### src/hw/rtl/touch_window_vote_release_assert.svh
// Assertion macros used by the touch window vote release core.
// Depends on the asserting module having ports named aclk and aresetn.
`ifndef TOUCH_WINDOW_VOTE_RELEASE_ASSERT_SVH
`define TOUCH_WINDOW_VOTE_RELEASE_ASSERT_SVH

// Same-cycle implication, checked on every clock edge outside reset.
`define TWVR_ASSERT_NOW(label, ante, cons, msg) \
    label: assert property (@(posedge aclk) disable iff (!aresetn) (ante) |-> (cons)) \
        else $error(msg);

// Next-cycle implication, checked on every clock edge outside reset.
`define TWVR_ASSERT_NEXT(label, ante, cons, msg) \
    label: assert property (@(posedge aclk) disable iff (!aresetn) (ante) |=> (cons)) \
        else $error(msg);

`endif

### src/hw/rtl/twvr_pkg.sv
// Package for the touch window vote release block: widths, register codes,
// reset values and the configuration struct. No dependencies.
package twvr_pkg;

    localparam int unsigned LANE_MAX   = 8;
    localparam int unsigned SAMPLE_W   = 12;
    localparam int unsigned CH_W       = 3;
    localparam int unsigned MASK_W     = 8;
    localparam int unsigned COUNT_W    = 8;
    localparam int unsigned ROUND_W    = 8;
    localparam int unsigned CC_W       = 4;
    localparam int unsigned CFG_IDX_W  = 2;
    localparam int unsigned CFG_DATA_W = 12;

    // Configuration register indexes.
    typedef enum logic [CFG_IDX_W-1:0] {
        REG_HIGH_THRESHOLD = 2'd0,
        REG_WINDOW_LEN     = 2'd1,
        REG_VOTE_THRESHOLD = 2'd2,
        REG_CHANNEL_COUNT  = 2'd3
    } cfg_reg_t;

    // Reset values; the vote threshold is 80 rounds times a quarter.
    localparam logic [SAMPLE_W-1:0] HIGH_THRESHOLD_RST = 12'd3500;
    localparam logic [ROUND_W-1:0]  WINDOW_LEN_RST     = 8'd80;
    localparam logic [COUNT_W-1:0]  VOTE_THRESHOLD_RST = 8'd20;
    localparam logic [CC_W-1:0]     CHANNEL_COUNT_RST  = 4'd8;

    // Decoded configuration seen by the vote core.
    typedef struct packed {
        logic [SAMPLE_W-1:0] high_threshold;
        logic [ROUND_W-1:0]  win;
        logic [COUNT_W-1:0]  vote_threshold;
        logic [CH_W-1:0]     last_ch;
        logic [MASK_W-1:0]   lane_mask;
    } cfg_t;

endpackage

### src/hw/rtl/twvr_cfg_regs.sv
// Configuration registers of the touch window vote release block and their
// decode into the cfg_t struct. Depends on twvr_pkg.
module twvr_cfg_regs #(
    parameter int unsigned LANES = 8
) (
    input  logic                                 aclk,
    input  logic                                 aresetn,
    input  logic                                 cfg_valid,
    output logic                                 cfg_ready,
    input  logic [twvr_pkg::CFG_IDX_W-1:0]       cfg_index,
    input  logic [twvr_pkg::CFG_DATA_W-1:0]      cfg_data,
    output twvr_pkg::cfg_t                       cfg
);

    logic [twvr_pkg::SAMPLE_W-1:0] high_threshold_reg;
    logic [twvr_pkg::ROUND_W-1:0]  window_len_reg;
    logic [twvr_pkg::COUNT_W-1:0]  vote_threshold_reg;
    logic [twvr_pkg::CC_W-1:0]     channel_count_reg;
    logic [twvr_pkg::CC_W-1:0]     lanes_used;

    // Writes complete in the cycle they are offered.
    assign cfg_ready = 1'b1;

    // Register writes.
    always_ff @(posedge aclk) begin
        if (!aresetn) begin
            high_threshold_reg <= twvr_pkg::HIGH_THRESHOLD_RST;
            window_len_reg     <= twvr_pkg::WINDOW_LEN_RST;
            vote_threshold_reg <= twvr_pkg::VOTE_THRESHOLD_RST;
            channel_count_reg  <= twvr_pkg::CHANNEL_COUNT_RST;
        end else if (cfg_valid) begin
            case (twvr_pkg::cfg_reg_t'(cfg_index))
                twvr_pkg::REG_HIGH_THRESHOLD: begin
                    high_threshold_reg <= cfg_data[twvr_pkg::SAMPLE_W-1:0];
                end
                twvr_pkg::REG_WINDOW_LEN: begin
                    window_len_reg <= cfg_data[twvr_pkg::ROUND_W-1:0];
                end
                twvr_pkg::REG_VOTE_THRESHOLD: begin
                    vote_threshold_reg <= cfg_data[twvr_pkg::COUNT_W-1:0];
                end
                twvr_pkg::REG_CHANNEL_COUNT: begin
                    channel_count_reg <= cfg_data[twvr_pkg::CC_W-1:0];
                end
                default: begin
                end
            endcase
        end
    end

    // Clamp the channel count to 1 .. LANES.
    always_comb begin
        lanes_used = channel_count_reg;
        if (lanes_used == '0) begin
            lanes_used = twvr_pkg::CC_W'(1);
        end
        if (lanes_used > twvr_pkg::CC_W'(LANES)) begin
            lanes_used = twvr_pkg::CC_W'(LANES);
        end
    end

    // Decoded view: a zero window length acts as one round.
    always_comb begin
        cfg.high_threshold = high_threshold_reg;
        cfg.win            = (window_len_reg == '0) ? twvr_pkg::ROUND_W'(1) : window_len_reg;
        cfg.vote_threshold = vote_threshold_reg;
        cfg.last_ch        = twvr_pkg::CH_W'(lanes_used - twvr_pkg::CC_W'(1));
        for (int i = 0; i < twvr_pkg::MASK_W; i++) begin
            cfg.lane_mask[i] = (twvr_pkg::CC_W'(i) < lanes_used);
        end
    end

endmodule

### src/hw/rtl/twvr_vote_core.sv
// Per-channel high counters, round counter and touch/release decision.
// Depends on twvr_pkg and touch_window_vote_release_assert.svh.
`include "touch_window_vote_release_assert.svh"

module twvr_vote_core #(
    parameter int unsigned LANES = 8
) (
    input  logic                              aclk,
    input  logic                              aresetn,
    input  twvr_pkg::cfg_t                    cfg,
    input  logic                              step_valid,
    input  logic [twvr_pkg::SAMPLE_W-1:0]     sample,
    input  logic [twvr_pkg::CH_W-1:0]         ch,
    output logic                              res_valid,
    output logic [twvr_pkg::MASK_W-1:0]       touched,
    output logic [twvr_pkg::MASK_W-1:0]       released
);

    logic [twvr_pkg::COUNT_W-1:0] count_reg [LANES];
    logic [twvr_pkg::COUNT_W-1:0] count_next [LANES];
    logic [twvr_pkg::ROUND_W-1:0] round_reg;
    logic [twvr_pkg::ROUND_W-1:0] round_next;
    logic [twvr_pkg::ROUND_W-1:0] round_inc;
    logic [twvr_pkg::MASK_W-1:0]  prior_touched_reg;
    logic                         in_use;
    logic                         is_high;
    logic                         round_end;

    // Samples on channels outside the active range are dropped.
    assign in_use    = (ch <= cfg.last_ch);
    assign is_high   = (sample > cfg.high_threshold);
    assign round_end = step_valid && in_use && (ch == cfg.last_ch);
    assign round_inc = round_reg + twvr_pkg::ROUND_W'(1);
    assign res_valid = round_end && (round_inc >= cfg.win);

    // One saturating counter and one vote compare per lane.
    for (genvar i = 0; i < twvr_pkg::MASK_W; i++) begin : g_lane
        if (i < LANES) begin : g_used
            logic hit;
            assign hit = step_valid && in_use && is_high &&
                         (ch == twvr_pkg::CH_W'(i)) && (count_reg[i] != '1);
            assign count_next[i] = hit ? count_reg[i] + twvr_pkg::COUNT_W'(1)
                                       : count_reg[i];
            assign touched[i] = cfg.lane_mask[i] && (count_next[i] > cfg.vote_threshold);

            always_ff @(posedge aclk) begin
                if (!aresetn) begin
                    count_reg[i] <= '0;
                end else if (res_valid) begin
                    count_reg[i] <= '0;
                end else begin
                    count_reg[i] <= count_next[i];
                end
            end
        end else begin : g_unused
            assign touched[i] = 1'b0;
        end
    end

    assign released = prior_touched_reg & ~touched & cfg.lane_mask;

    // Round counter advances at each round end and clears at the end of a window.
    always_comb begin
        round_next = round_reg;
        if (res_valid) begin
            round_next = '0;
        end else if (round_end) begin
            round_next = round_inc;
        end
    end

    always_ff @(posedge aclk) begin
        if (!aresetn) begin
            round_reg         <= '0;
            prior_touched_reg <= '0;
        end else begin
            round_reg <= round_next;
            if (res_valid) begin
                prior_touched_reg <= touched;
            end
        end
    end

    // A channel is never touched and released in the same window.
    `TWVR_ASSERT_NOW(a_no_touch_and_release, res_valid, (touched & released) == '0,
        "channel both touched and released")
    // Only channels in use can appear in either mask.
    `TWVR_ASSERT_NOW(a_masks_in_use, res_valid,
        ((touched | released) & ~cfg.lane_mask) == '0, "mask bit outside active channels")
    // A finished window restarts the round count.
    `TWVR_ASSERT_NEXT(a_round_clears, res_valid, round_reg == '0,
        "round counter not cleared after window")
    // A window only ends on a transaction.
    `TWVR_ASSERT_NOW(a_result_needs_step, res_valid, step_valid,
        "result produced without an input transaction")

endmodule

### src/hw/rtl/touch_window_vote_release.sv
// Touch window vote release block: top level with input and result registers.
// Depends on twvr_pkg, twvr_cfg_regs and twvr_vote_core.
//
// Usage:
//   s_ channel: one converter sample and its pad channel per transaction.
//     Samples arrive round-robin; a round ends on the highest channel in use.
//   m_ channel: after window_len rounds, one transaction carries the touched
//     and released masks, and all per-channel counts clear.
//   cfg channel: register index and data; writes always complete at once.
//     Write only while no transaction is in flight.
// Path: the sample ending a window passes from the input register through
//   the counter update and compare to the result register, which drives m_.
//   Rate: one sample per cycle while no stalled result blocks it, set by the
//   single counter update and compare stage between the two registers.
// Reset (aresetn low, synchronous): registers take their defaults, counts,
//   round counter and touched history clear, both channels go empty.
// Stall: while m_ready is low with a result held, one more sample is still
//   taken into the input register; s_ready then drops until m_ready returns.
module touch_window_vote_release #(
    parameter int unsigned NUM_CHANNELS = 8
) (
    input  logic                              aclk,
    input  logic                              aresetn,
    input  logic                              s_valid,
    output logic                              s_ready,
    input  logic [twvr_pkg::SAMPLE_W-1:0]     s_sample,
    input  logic [twvr_pkg::CH_W-1:0]         s_channel_index,
    output logic                              m_valid,
    input  logic                              m_ready,
    output logic [twvr_pkg::MASK_W-1:0]       m_touched_mask,
    output logic [twvr_pkg::MASK_W-1:0]       m_released_mask,
    input  logic                              cfg_valid,
    output logic                              cfg_ready,
    input  logic [twvr_pkg::CFG_IDX_W-1:0]    cfg_index,
    input  logic [twvr_pkg::CFG_DATA_W-1:0]   cfg_data
);

    localparam int unsigned LANES = (NUM_CHANNELS < twvr_pkg::LANE_MAX) ?
                                    NUM_CHANNELS : twvr_pkg::LANE_MAX;

    twvr_pkg::cfg_t                cfg;
    logic                          in_valid_reg;
    logic [twvr_pkg::SAMPLE_W-1:0] sample_reg;
    logic [twvr_pkg::CH_W-1:0]     ch_reg;
    logic                          step_fire;
    logic                          res_valid;
    logic [twvr_pkg::MASK_W-1:0]   touched;
    logic [twvr_pkg::MASK_W-1:0]   released;
    logic                          m_valid_reg;
    logic [twvr_pkg::MASK_W-1:0]   touched_reg;
    logic [twvr_pkg::MASK_W-1:0]   released_reg;

    twvr_cfg_regs #(
        .LANES (LANES)
    ) u_cfg (
        .aclk      (aclk),
        .aresetn   (aresetn),
        .cfg_valid (cfg_valid),
        .cfg_ready (cfg_ready),
        .cfg_index (cfg_index),
        .cfg_data  (cfg_data),
        .cfg       (cfg)
    );

    // The held sample is processed when the result register can take a result.
    assign step_fire = in_valid_reg && (!m_valid_reg || m_ready);
    assign s_ready   = !in_valid_reg || step_fire;

    // Input register.
    always_ff @(posedge aclk) begin
        if (!aresetn) begin
            in_valid_reg <= 1'b0;
        end else if (s_ready) begin
            in_valid_reg <= s_valid;
        end
    end

    always_ff @(posedge aclk) begin
        if (s_valid && s_ready) begin
            sample_reg <= s_sample;
            ch_reg     <= s_channel_index;
        end
    end

    twvr_vote_core #(
        .LANES (LANES)
    ) u_core (
        .aclk       (aclk),
        .aresetn    (aresetn),
        .cfg        (cfg),
        .step_valid (step_fire),
        .sample     (sample_reg),
        .ch         (ch_reg),
        .res_valid  (res_valid),
        .touched    (touched),
        .released   (released)
    );

    // Result register.
    always_ff @(posedge aclk) begin
        if (!aresetn) begin
            m_valid_reg <= 1'b0;
        end else if (res_valid) begin
            m_valid_reg <= 1'b1;
        end else if (m_ready) begin
            m_valid_reg <= 1'b0;
        end
    end

    always_ff @(posedge aclk) begin
        if (res_valid) begin
            touched_reg  <= touched;
            released_reg <= released;
        end
    end

    assign m_valid         = m_valid_reg;
    assign m_touched_mask  = touched_reg;
    assign m_released_mask = released_reg;

endmodule

### config.mk
export PLATFORM = sky130hd
export DESIGN_NAME = touch_window_vote_release
export DESIGN_NICKNAME = d
export VERILOG_FILES = /design/src/hw/rtl/twvr_pkg.sv /design/src/hw/rtl/twvr_cfg_regs.sv /design/src/hw/rtl/twvr_vote_core.sv /design/src/hw/rtl/touch_window_vote_release.sv
export VERILOG_INCLUDE_DIRS = /design/src /design/src/hw/rtl
export SDC_FILE = /design/constraint.sdc
export NUM_CORES = 1
export LEC_CHECK = 0
export BUFFER_PORTS_ARGS = -buffer_cell sky130_fd_sc_hd__buf_4
export CORE_MARGIN = 2
export CORE_UTILIZATION = 62
export CTS_BUF_LIST = sky130_fd_sc_hd__clkbuf_8
export DETAILED_ROUTE_END_ITERATION = 10
export GPL_TIMING_DRIVEN = 0
export PLACE_DENSITY = 0.86
export SLEW_MARGIN = 20
export SYNTH_ARGS = -nofsm -noshare
export SYNTH_HDL_FRONTEND = slang
export SYNTH_SLANG_ARGS = --single-unit
### constraint.sdc
create_clock -name aclk -period 7 [get_ports aclk]
set_input_delay 0.35 -clock aclk [delete_from_list [all_inputs] [get_ports aclk]]
set_output_delay 0.35 -clock aclk [all_outputs]
set_load 0.02 [all_outputs]
Word level (Yosys, flattened, before mapping)
Memories as Yosys holds them, arrays and structs flattened.
Cells that the tools add are included.
- add/subtract/negate cells: 10
- $lt $le $gt $ge: 20
- eq/ne operators: 19
- multiplexer cells: 36
- bitwise operators: 20
- reductions and logical operators: 44
- operators with widths (kind ; count):
    $mux W8 ; 25
    $add A8 B1 Y8 const B ; 9
    $gt A8 B8 Y1 ; 8
    $ne A8 B8 Y1 const B ; 8
    $logic_and A1 B1 Y1 ; 30
    $and A8 B8 Y8 ; 2
    $lt A3 B4 Y1 const A ; 4
    $or A1 B1 Y1 ; 16
    $eq A3 B3 Y1 const B ; 4
    $gt A12 B12 Y1 ; 1
    $mux W1 ; 9
    $ge A8 B8 Y1 ; 1
    $logic_not A8 Y1 ; 1
    $lt A1 B4 Y1 const A ; 2
    $lt A2 B4 Y1 const A ; 2
    $mux W4 ; 2
    $not A8 Y8 ; 1
    $reduce_and A2 Y1 ; 4
    $eq A3 B2 Y1 const B ; 2
    $eq A2 B2 Y1 const B ; 2
    $gt A4 B4 Y1 const B ; 1
    $logic_not A4 Y1 ; 1
    $eq A3 B1 Y1 const B ; 1
    $eq A3 B3 Y1 ; 1
    10 further kinds ; 12
- register bits: 81
- bits in writable memories: 64
- output and inout port bits: 19
- word-level logic and storage cells: 162
- memories kept: 1
- memory list (name ; words ; bits a word ; read ports ; clocked after memory_dff ; write ports ; RTL line ; RTL):
    u_core.count_reg ; 8 ; 8 ; 8 ; 0 ; 8 ; twvr_vote_core.sv:19 ; logic [twvr_pkg::COUNT_W-1:0] count_reg [LANES];

Depth between registers and ports, before layout
Gate-level depths: netlist of the first run.
- word-level depth: 16
- gate-level depth with buffers: 22
- depth with buffers taken out: 19

Hierarchy
From an unflattened synthesis of the first run, not the netlist that was laid out.
- cells, all modules: 1052
- area total of the unflattened synthesis: 9814.4 µm²
- by module, submodules not included (module ; times used ; cells each ; area each (µm²)):
    twvr_vote_core ; 1 ; 848 ; 7279.5
    twvr_cfg_regs ; 1 ; 164 ; 1500.2
    touch_window_vote_release ; 1 ; 40 ; 1034.7

Least setup slack after synthesis of the first run
No wires, ideal clock.
- kind: register to register
- start point: register u_cfg.channel_count_reg[2] (netlist bit)
- end point: register released_reg (netlist bit m_released_mask[5]), data pin
- arrival: 4142 ps
- data required time: 6840 ps
- setup slack: 2698 ps
- stages on the path, launching flop included: 22
- clock period less this slack: 4302 ps
- cell sequence: dfxtp_1 clkbuf_1 nor2_1 nor2_1 or2_2 ha_1 ha_1 inv_1 ha_1 o21a_1 o21a_1 a311o_1 clkbuf_1 clkbuf_1 o31ai_1 nand2_1 ha_1 a21o_1 a21o_1 a211oi_1 nor2_1 nor3b_1
- RTL lines (element ; RTL line ; RTL):
    start: declaration ; twvr_cfg_regs.sv:18 ; logic [twvr_pkg::CC_W-1:0] channel_count_reg;
    start signal: assignment ; twvr_cfg_regs.sv:30 ; channel_count_reg <= twvr_pkg::CHANNEL_COUNT_RST;
    start signal: assignment ; twvr_cfg_regs.sv:43 ; channel_count_reg <= cfg_data[twvr_pkg::CC_W-1:0];
    end signal: assignment ; touch_window_vote_release.sv:113 ; released_reg <= released;
    end: declaration ; touch_window_vote_release.sv:51 ; logic [twvr_pkg::MASK_W-1:0] released_reg;

==> impl_results.md, run 1 <==
- Clk sinks: ~150
- R2r setup slk: around 0.97 ns
- Number of placed instances, taps included: approximately 1300
- Sequential power share: 0.518
- CTS tree: built
- Clk Latency, worst-skew pair: around 0.47 ns
- Die ar.: about 16000 um2
- Number of fill cells: around 1200
- Hold Crit Class: in2reg
- Net Switching: ~560 uW
- Clock Path Buffers: 2
- Switching portion of total power: 0.2944
- Post-CTS sizing: 0
- RSZ-0062 raised after global routing: false
- DP Wirelength: 17410 um
- Final ANT Viol Nets: 0
- Number of global-route vias before repair: approximately 8000
- Initial cell density of the core: 0.6254
- CTS Buf Count: 17
- Pins over their slew limit: 0
- H-Tree Depth: 4
- RR Startpoint: u_cfg.channel_count_reg[2]$_SDFFE_PN0P_
- Vias/cell: roughly 6.2
- Worst Tran Pin Value: ~1.1 ns
- Synthesis-to-finish area growth: 13.02%
- Setup TNS: 0 ns
- Postcts setup bufs: 0
- Max_cap viols: 0
- Initial antenna violation count: 0
- Yosys warning total: 0
- Clock Tree Root: clkbuf_8
- DRT Pass-1 Iters: 5
- Pre-CTS setup slack: 1.317 ns
- Share of the synthesized area in the top cell type: 0.3034
- Worst R2R End: m_released_mask[5]$_DFFE_PP_
- Headroom to the max-slew limit: 0.2809
- ANT cells: 0
- CP max-delay cell: clkbuf_1
- Number of synthesized flops with an enable pin: 95
- Crit end category: flop
- CP Cell Sequence: clkbuf_1, nor2_1, nor2_1, or2_2, ha_1, ha_1, inv_1, ha_1, nand3_1, o21a_1, a311o_1, clkbuf_1, clkbuf_1, o21ai_0, nand2_1, ha_1, nor2b_1, o211ai_1, a21oi_1, a211oi_1, nor2_1, nor3b_1
- Post-synthesis sequential area ratio: 0.4099
- Die height: approximately 130 um
- Routability cong.: roughly 0.96
- Peak supply drop: roughly 0.13 mV
- Finished Layout Cells: between 1000 and 1500
- Int Pwr: approximately 1300 uW
- Clock slew at reported path FFs: 0.09 ns
- Min-delay src: s_sample[0]
- Synth unique cells: 61
- Die Width: between 100 and 150 um
- Pwr Density: approximately 180 nW/um2
- Commonest non-fill, non-tap cell in the layout: nand2_1
- Cells on Worst Hold Path: 1
- Logic pwr share: 0.151
- Share of layout cells above drive strength 1: 0.08567
- Final Hold Viols: 0
- Largest net degree at the start of global routing: 23
- Cells after synthesis: approximately 1000
- FMAX: ~170 MHz
- Clock Power Share: 0.331
- Critical Path RT: 7.28 ns
- Max incr delay on CP: just under 0.7 ns
- FF/Latch Area: between 3000 and 4000 um2
- Syn_area_per_cell: roughly 9 um2
- Most frequent cells in the layout: nand2_1, a21oi_1, ha_1
- Smallest setup slack after layout: about 0.97 ns
- FP Rows: between 40 and 50
- # IOs: 53
- Quantity of I/O buffers inserted on ports: 50
- CORE AREA: around 15000 um2
- Multi-input logic area: between 5000 and 6000 um2
- Drt first-iter violations: 863
- Hold Crit Endpoint: sample_reg[0]$_DFFE_PP_
- Leak: around 0.0044 uW
- Synth Flop Type: edfxtp_1
- Crit path max fanout: 10
- WL per Instance: roughly 18 um
- Kind of critical path: reg2reg
- Startpoint Class: flop
- Fin crit share: 0.8617
- Final setup violating endpoints: 0
- Crit path time final: around 6 ns
- First-pass GRT wire length: approximately 40000 um
- CP Data Arrival Time: 6.31 ns
- CTS Hold Bufs: 0
- Flops & latches, synth: 145
- DRT Wirelength: around 25000 um
- Total track usage: 0.3139
- Most frequent CP cell: ha_1
- FFs w/ async S/R, synth: 0
- Drt drc: 0
- Status: finished, final reports clean
- Max reg flops: 64
- Synth area leader: edfxtp_1
- Total gr overflow: 0
- Post-Syn Area: approximately 9400 um2
- Area contributors post-synth: edfxtp_1, ha_1, dfxtp_1
- Routed via count: 8478
- Nets@finish: ~1300
- Path depth of the worst reg2reg path: 22
- Skew final: about 0.013 ns
synthesized netlist by cell type, drive strengths merged (17+ instances only):
library cell,n
dfxtp,50
nand4,19
and3,17
inv,44
nor3,32
o21ai,43
edfxtp,95
nand2,138
o211ai,18
or3,25
nor2,54
ha,99
a21oi,103
clkbuf,33
or4,17
nand3,51
power groups by stage:
stage | clock network, uW | registers (uW) | logic, uW
final | 632 | 987 | 288
after global routing | 671 | 992 | 322
after CTS | 635 | 986 | 280
after detailed placement | 0 | 1010 | 277
after global placement | 0 | 1000 | 267
after floorplan | 0 | 994 | 189
worst max path at each step:
stage                              endpoint  depth (start not counted)  slack (ns)                                     from
2_1_floorplan  m_released_mask[5]$_DFFE_PP_                         21        2.70  u_cfg.channel_count_reg[2]$_SDFFE_PN0P_
3_3_place_gp   m_released_mask[5]$_DFFE_PP_                         22        1.39  u_cfg.channel_count_reg[2]$_SDFFE_PN0P_
3_5_place_dp   m_released_mask[5]$_DFFE_PP_                         22        1.32  u_cfg.channel_count_reg[2]$_SDFFE_PN0P_
4_1_cts        m_released_mask[5]$_DFFE_PP_                         22        1.23  u_cfg.channel_count_reg[2]$_SDFFE_PN0P_
5_1_grt        m_released_mask[5]$_DFFE_PP_                         22        0.72  u_cfg.channel_count_reg[2]$_SDFFE_PN0P_
6_report       m_released_mask[5]$_DFFE_PP_                         22        0.97  u_cfg.channel_count_reg[2]$_SDFFE_PN0P_
cells by family (layout without fill, tap and decap cells):
kind of cell | after synthesis | count (layout) | synth area share
buffers and inverters | 81 | 163 | 0.03287
other | 1 | 65 | 0.0003989
muxes | 15 | 15 | 0.01610
adders and majority gates | 99 | 99 | 0.1318
and+or+nand+nor | 436 | 436 | 0.2370
xor gates and xnor gates | 21 | 21 | 0.01956
AOI/OAI and AO/OA | 235 | 235 | 0.1524
DFF | 145 | 145 | 0.4099
critical path: cells and delay by family (launching register included):
family / cells / cell delay, ns
and+or+nand+nor: 8 / 1.32
adders and majority gates: 4 / 1.07
AOI/OAI and AO/OA: 6 / 1.62
buffers and inverters: 4 / 1.52
DFF: 1 / 0.30
final cells by class:
class | instances | area share
buffer | 36 | 0.01319
clock buffer | 18 | 0.02332
clock inverter | 14 | 0.01083
inverter | 45 | 0.01590
multi-input combinational | 871 | 0.5166
sequential | 145 | 0.3627
tap | 188 | 0.02214
timing repair buffer | 50 | 0.03533
metrics by stage:
step	instance area, um2	hold WS [ns]	util	total power [uW]
after floorplan	9642	0.4315	-	1183
after global placement	10250	0.4368	0.6820	1270
after detailed placement	10260	0.4418	0.6822	1283
after CTS	10620	0.03091	0.7064	1901
after global routing	10630	0.02659	0.7068	1985
final	10630	0.04393	0.7068	1908
routing by layer:
metal / part of all wire / vias to the layer above / track usage
met4: 0.044 / 0 / 0.1616
li1: - / 4067 / -
met3: 0.094 / 83 / 0.05988
met1: 0.41 / 3922 / 0.4225
met2: 0.45 / 406 / 0.4870
met5: 0 / - / 0
(Power assumes the default switching activity.)
==> run 2: changes to the inputs <==
Settings changed: CTS_CLUSTER_SIZE set to 25, SYNTH_HIERARCHICAL set to 1.
==> run 2 against run 1 <==
  * Critical endpoint is now u_core/prior_touched_reg[2]$_SDFFE_PN0P_
  * First-iteration DRC count up 7.0%
  * Clock-buffer cell count shrank 1
  * Die area is 4.3% higher
  * Critical path depth unchanged
  * Area after synthesis increased by 4.4%
  * Clock power up 9.0%
==> impl_results.md, run 2 <==
- Status: finished, final reports clean
- CTS tree: built
- FFs w/ async S/R, synth: 0
- ANT cells: 0
- Total track usage: 0.3069
- Post-synthesis sequential area ratio: 0.3927
- Cells after synthesis: 1052
- Pins over their slew limit: 0
- Initial antenna violation count: 1
- Clock Tree Root: clkbuf_8
- Share of layout cells above drive strength 1: 0.1152
- Crit path max fanout: 10
- Post-CTS sizing: 0
- # IOs: between 50 and 60
- Setup TNS: 0 ns
- H-Tree Depth: 4
- Skew final: 0.01344 ns
- Nets@finish: about 1300
- CP Cell Sequence: clkbuf_1, o21ba_2, ha_1, inv_1, inv_1, ha_1, nor2b_1, o21ai_0, a32oi_1, a211o_1, buf_6, buf_6, buf_2, o31ai_1, nand2_1, ha_1, nand4_1, o211ai_1, o211ai_1, a21oi_1, nand3_1, a21oi_1
- CP Data Arrival Time: between 5 and 6 ns
- Crit path time final: 4.929 ns
- Headroom to the max-slew limit: 0.2867
- Vias/cell: between 6 and 7
- CTS Hold Bufs: 0
- Post-Syn Area: slightly below 10000 um2
- DP Wirelength: between 15000 and 20000 um
- Syn_area_per_cell: 9.329 um2
- Number of global-route vias before repair: approximately 8000
- WL per Instance: ~18 um
- Pwr Density: roughly 180 nW/um2
- Final Hold Viols: 0
- First-pass GRT wire length: 40080 um
- Flops & latches, synth: about 150
- Synth unique cells: between 70 and 80
- Largest net degree at the start of global routing: 18
- Most frequent CP cell: ha_1
- Kind of critical path: reg2reg
- Clock Path Buffers: 2
- Area contributors post-synth: edfxtp_1, ha_1, dfxtp_1
- DRT Pass-1 Iters: 6
- Crit end category: flop
- Clk Latency, worst-skew pair: 0.47 ns
- CORE AREA: between 15000 and 20000 um2
- Initial cell density of the core: 0.6408
- Final Power: between 1500 and 2000 uW
- Peak supply drop: roughly 0.16 mV
- Post-synth top cells: nand2_1, ha_1, edfxtp_1
- Number of synthesized flops with an enable pin: 95
- Total gr overflow: 0
- CP delay by family, top: compound AO/OA/AOI/OAI gates
- Final core occ: 0.7251
- Share of the synthesized area in the top cell type: 0.2907
- Drt first-iter violations: a little over 900
- DRT Wirelength: between 20000 and 25000 um
- Die Width: ~130 um
- FP Rows: 45
- Critical Path RT: 7.38 ns
- Max reg flops: 64
- FMAX: 202.9 MHz
- Drt drc: 0
- Synth Flop Type: edfxtp_1
- Most frequent cell after synthesis: nand2_1
- Max_cap viols: 0
- Clock slew at reported path FFs: roughly 0.090 ns
- Die height: roughly 130 um
- CTS Buf Count: 17
- Most frequent cells in the layout: nand2_1, ha_1, edfxtp_1
- Leak: 0.004784 uW
- Synthesis-to-finish area growth: 13.14%
- RSZ-0062 raised after global routing: false
- Postcts setup bufs: 0
- Commonest non-fill, non-tap cell in the layout: nand2_1
- Fin crit share: 0.7042
- Quantity of I/O buffers inserted on ports: 51
- Clk sinks: 145
- Max incr delay on CP: 0.37 ns
- Startpoint Class: flop
- CP max-delay cell: a211o_1
- Final setup violating endpoints: 0
- Routed via count: around 8600
- Final ANT Viol Nets: 0
- Worst Path Buf+Inv: 6
- Synth area leader: edfxtp_1
- Hold Crit Class: in2reg
- Die ar.: about 17000 um2
- Worst Tran Pin Value: 1.070 ns
- Routability cong.: 0.9382
- Yosys warning total: 6
[run 2: cell count changes after synthesis, sizes merged, moves of 10 or more]
cell | previous run | this run
a21oi | 103 | 81
inv | 44 | 62
clkbuf | 33 | 23
nor3 | 32 | 18
buf | 3 | 25
nor2b | 14 | 25
nand2 | 138 | 124
nand3 | 51 | 38
mux2i | 14 | 43
nand4 | 19 | 35
xnor2 | 7 | 17
or3 | 25 | 13
[run 2: worst paths after layout]
check                           slack [ns]                                     start  cells after the start                                  endpoint
worst min-delay path                  0.05                              s_sample[11]                      1                  sample_reg[11]$_DFFE_PP_
worst max-delay path                  2.07   u_cfg/channel_count_reg[3]$_SDFFE_PN1P_                     22  u_core/prior_touched_reg[2]$_SDFFE_PN0P_
worst max register to register        2.07   u_cfg/channel_count_reg[3]$_SDFFE_PN1P_                     22  u_core/prior_touched_reg[2]$_SDFFE_PN0P_
worst min register to register        0.47  u_cfg/vote_threshold_reg[5]$_SDFFE_PN0P_                      2  u_cfg/vote_threshold_reg[5]$_SDFFE_PN0P_
[run 2: logic make-up after synthesis]
group / synth area share
other: 0.0007652
AND/OR/NAND/NOR: 0.2244
adder cells (fa/ha/maj): 0.1249
flip-flops: 0.3927
multiplexers: 0.04615
XOR/XNOR: 0.02142
buffers and inverters: 0.04883
AO/OA/AOI/OAI: 0.1409
[run 2: area by class of cell]
| type | instances | area (um2) |
|---|---|---|
| Tap cell | 211 | 264.0 |
| Sequential cell | 145 | 3854 |
| Multi-Input combinational cell | 859 | 5722 |
| Inverter | 63 | 236.5 |
| Clock inverter | 15 | 168.9 |
| Timing Repair Buffer | 51 | 382.9 |
| Buffer | 48 | 242.7 |
| Fill cell | 1173 | 4210 |
| Clock buffer | 17 | 234.0 |
[run 2: worst reg2reg max path: cells and delay by family, from the launching register on]
| kind | cells | cell delay [ns] |
|---|---|---|
| adders and majority gates | 3 | 0.94 |
| and+or+nand+nor | 4 | 0.55 |
| DFF | 1 | 0.36 |
| buffers and inverters | 6 | 0.97 |
| AOI/OAI and AO/OA | 9 | 2.04 |
[run 2: where the power goes]
group	switching (uW)	total [uW]	internal, uW
clock	361	689	328
combinational	190	310	119
sequential	35.2	989	953
[run 2: layer usage]
layer	global-route usage	vias up	wire length (um)
met5	0	-	0
met4	0.1322	0	951
met3	0.05781	83	2216
met2	0.5063	403	11590
met1	0.3967	4003	10230
li1	-	4077	-
[run 2: metrics by stage]
step                cell area (um2)  hold slack [ns]  setup WS, ns  cells
finish                        11100          0.05262         2.071   1409
global route                  11100          0.03238         1.847   1409
floorplan                     10050           0.4347         2.974   1115
detailed placement            10700           0.4518         2.249   1377
global placement              10700           0.4423         2.339   1377
CTS                           11100          0.03087         2.165   1409
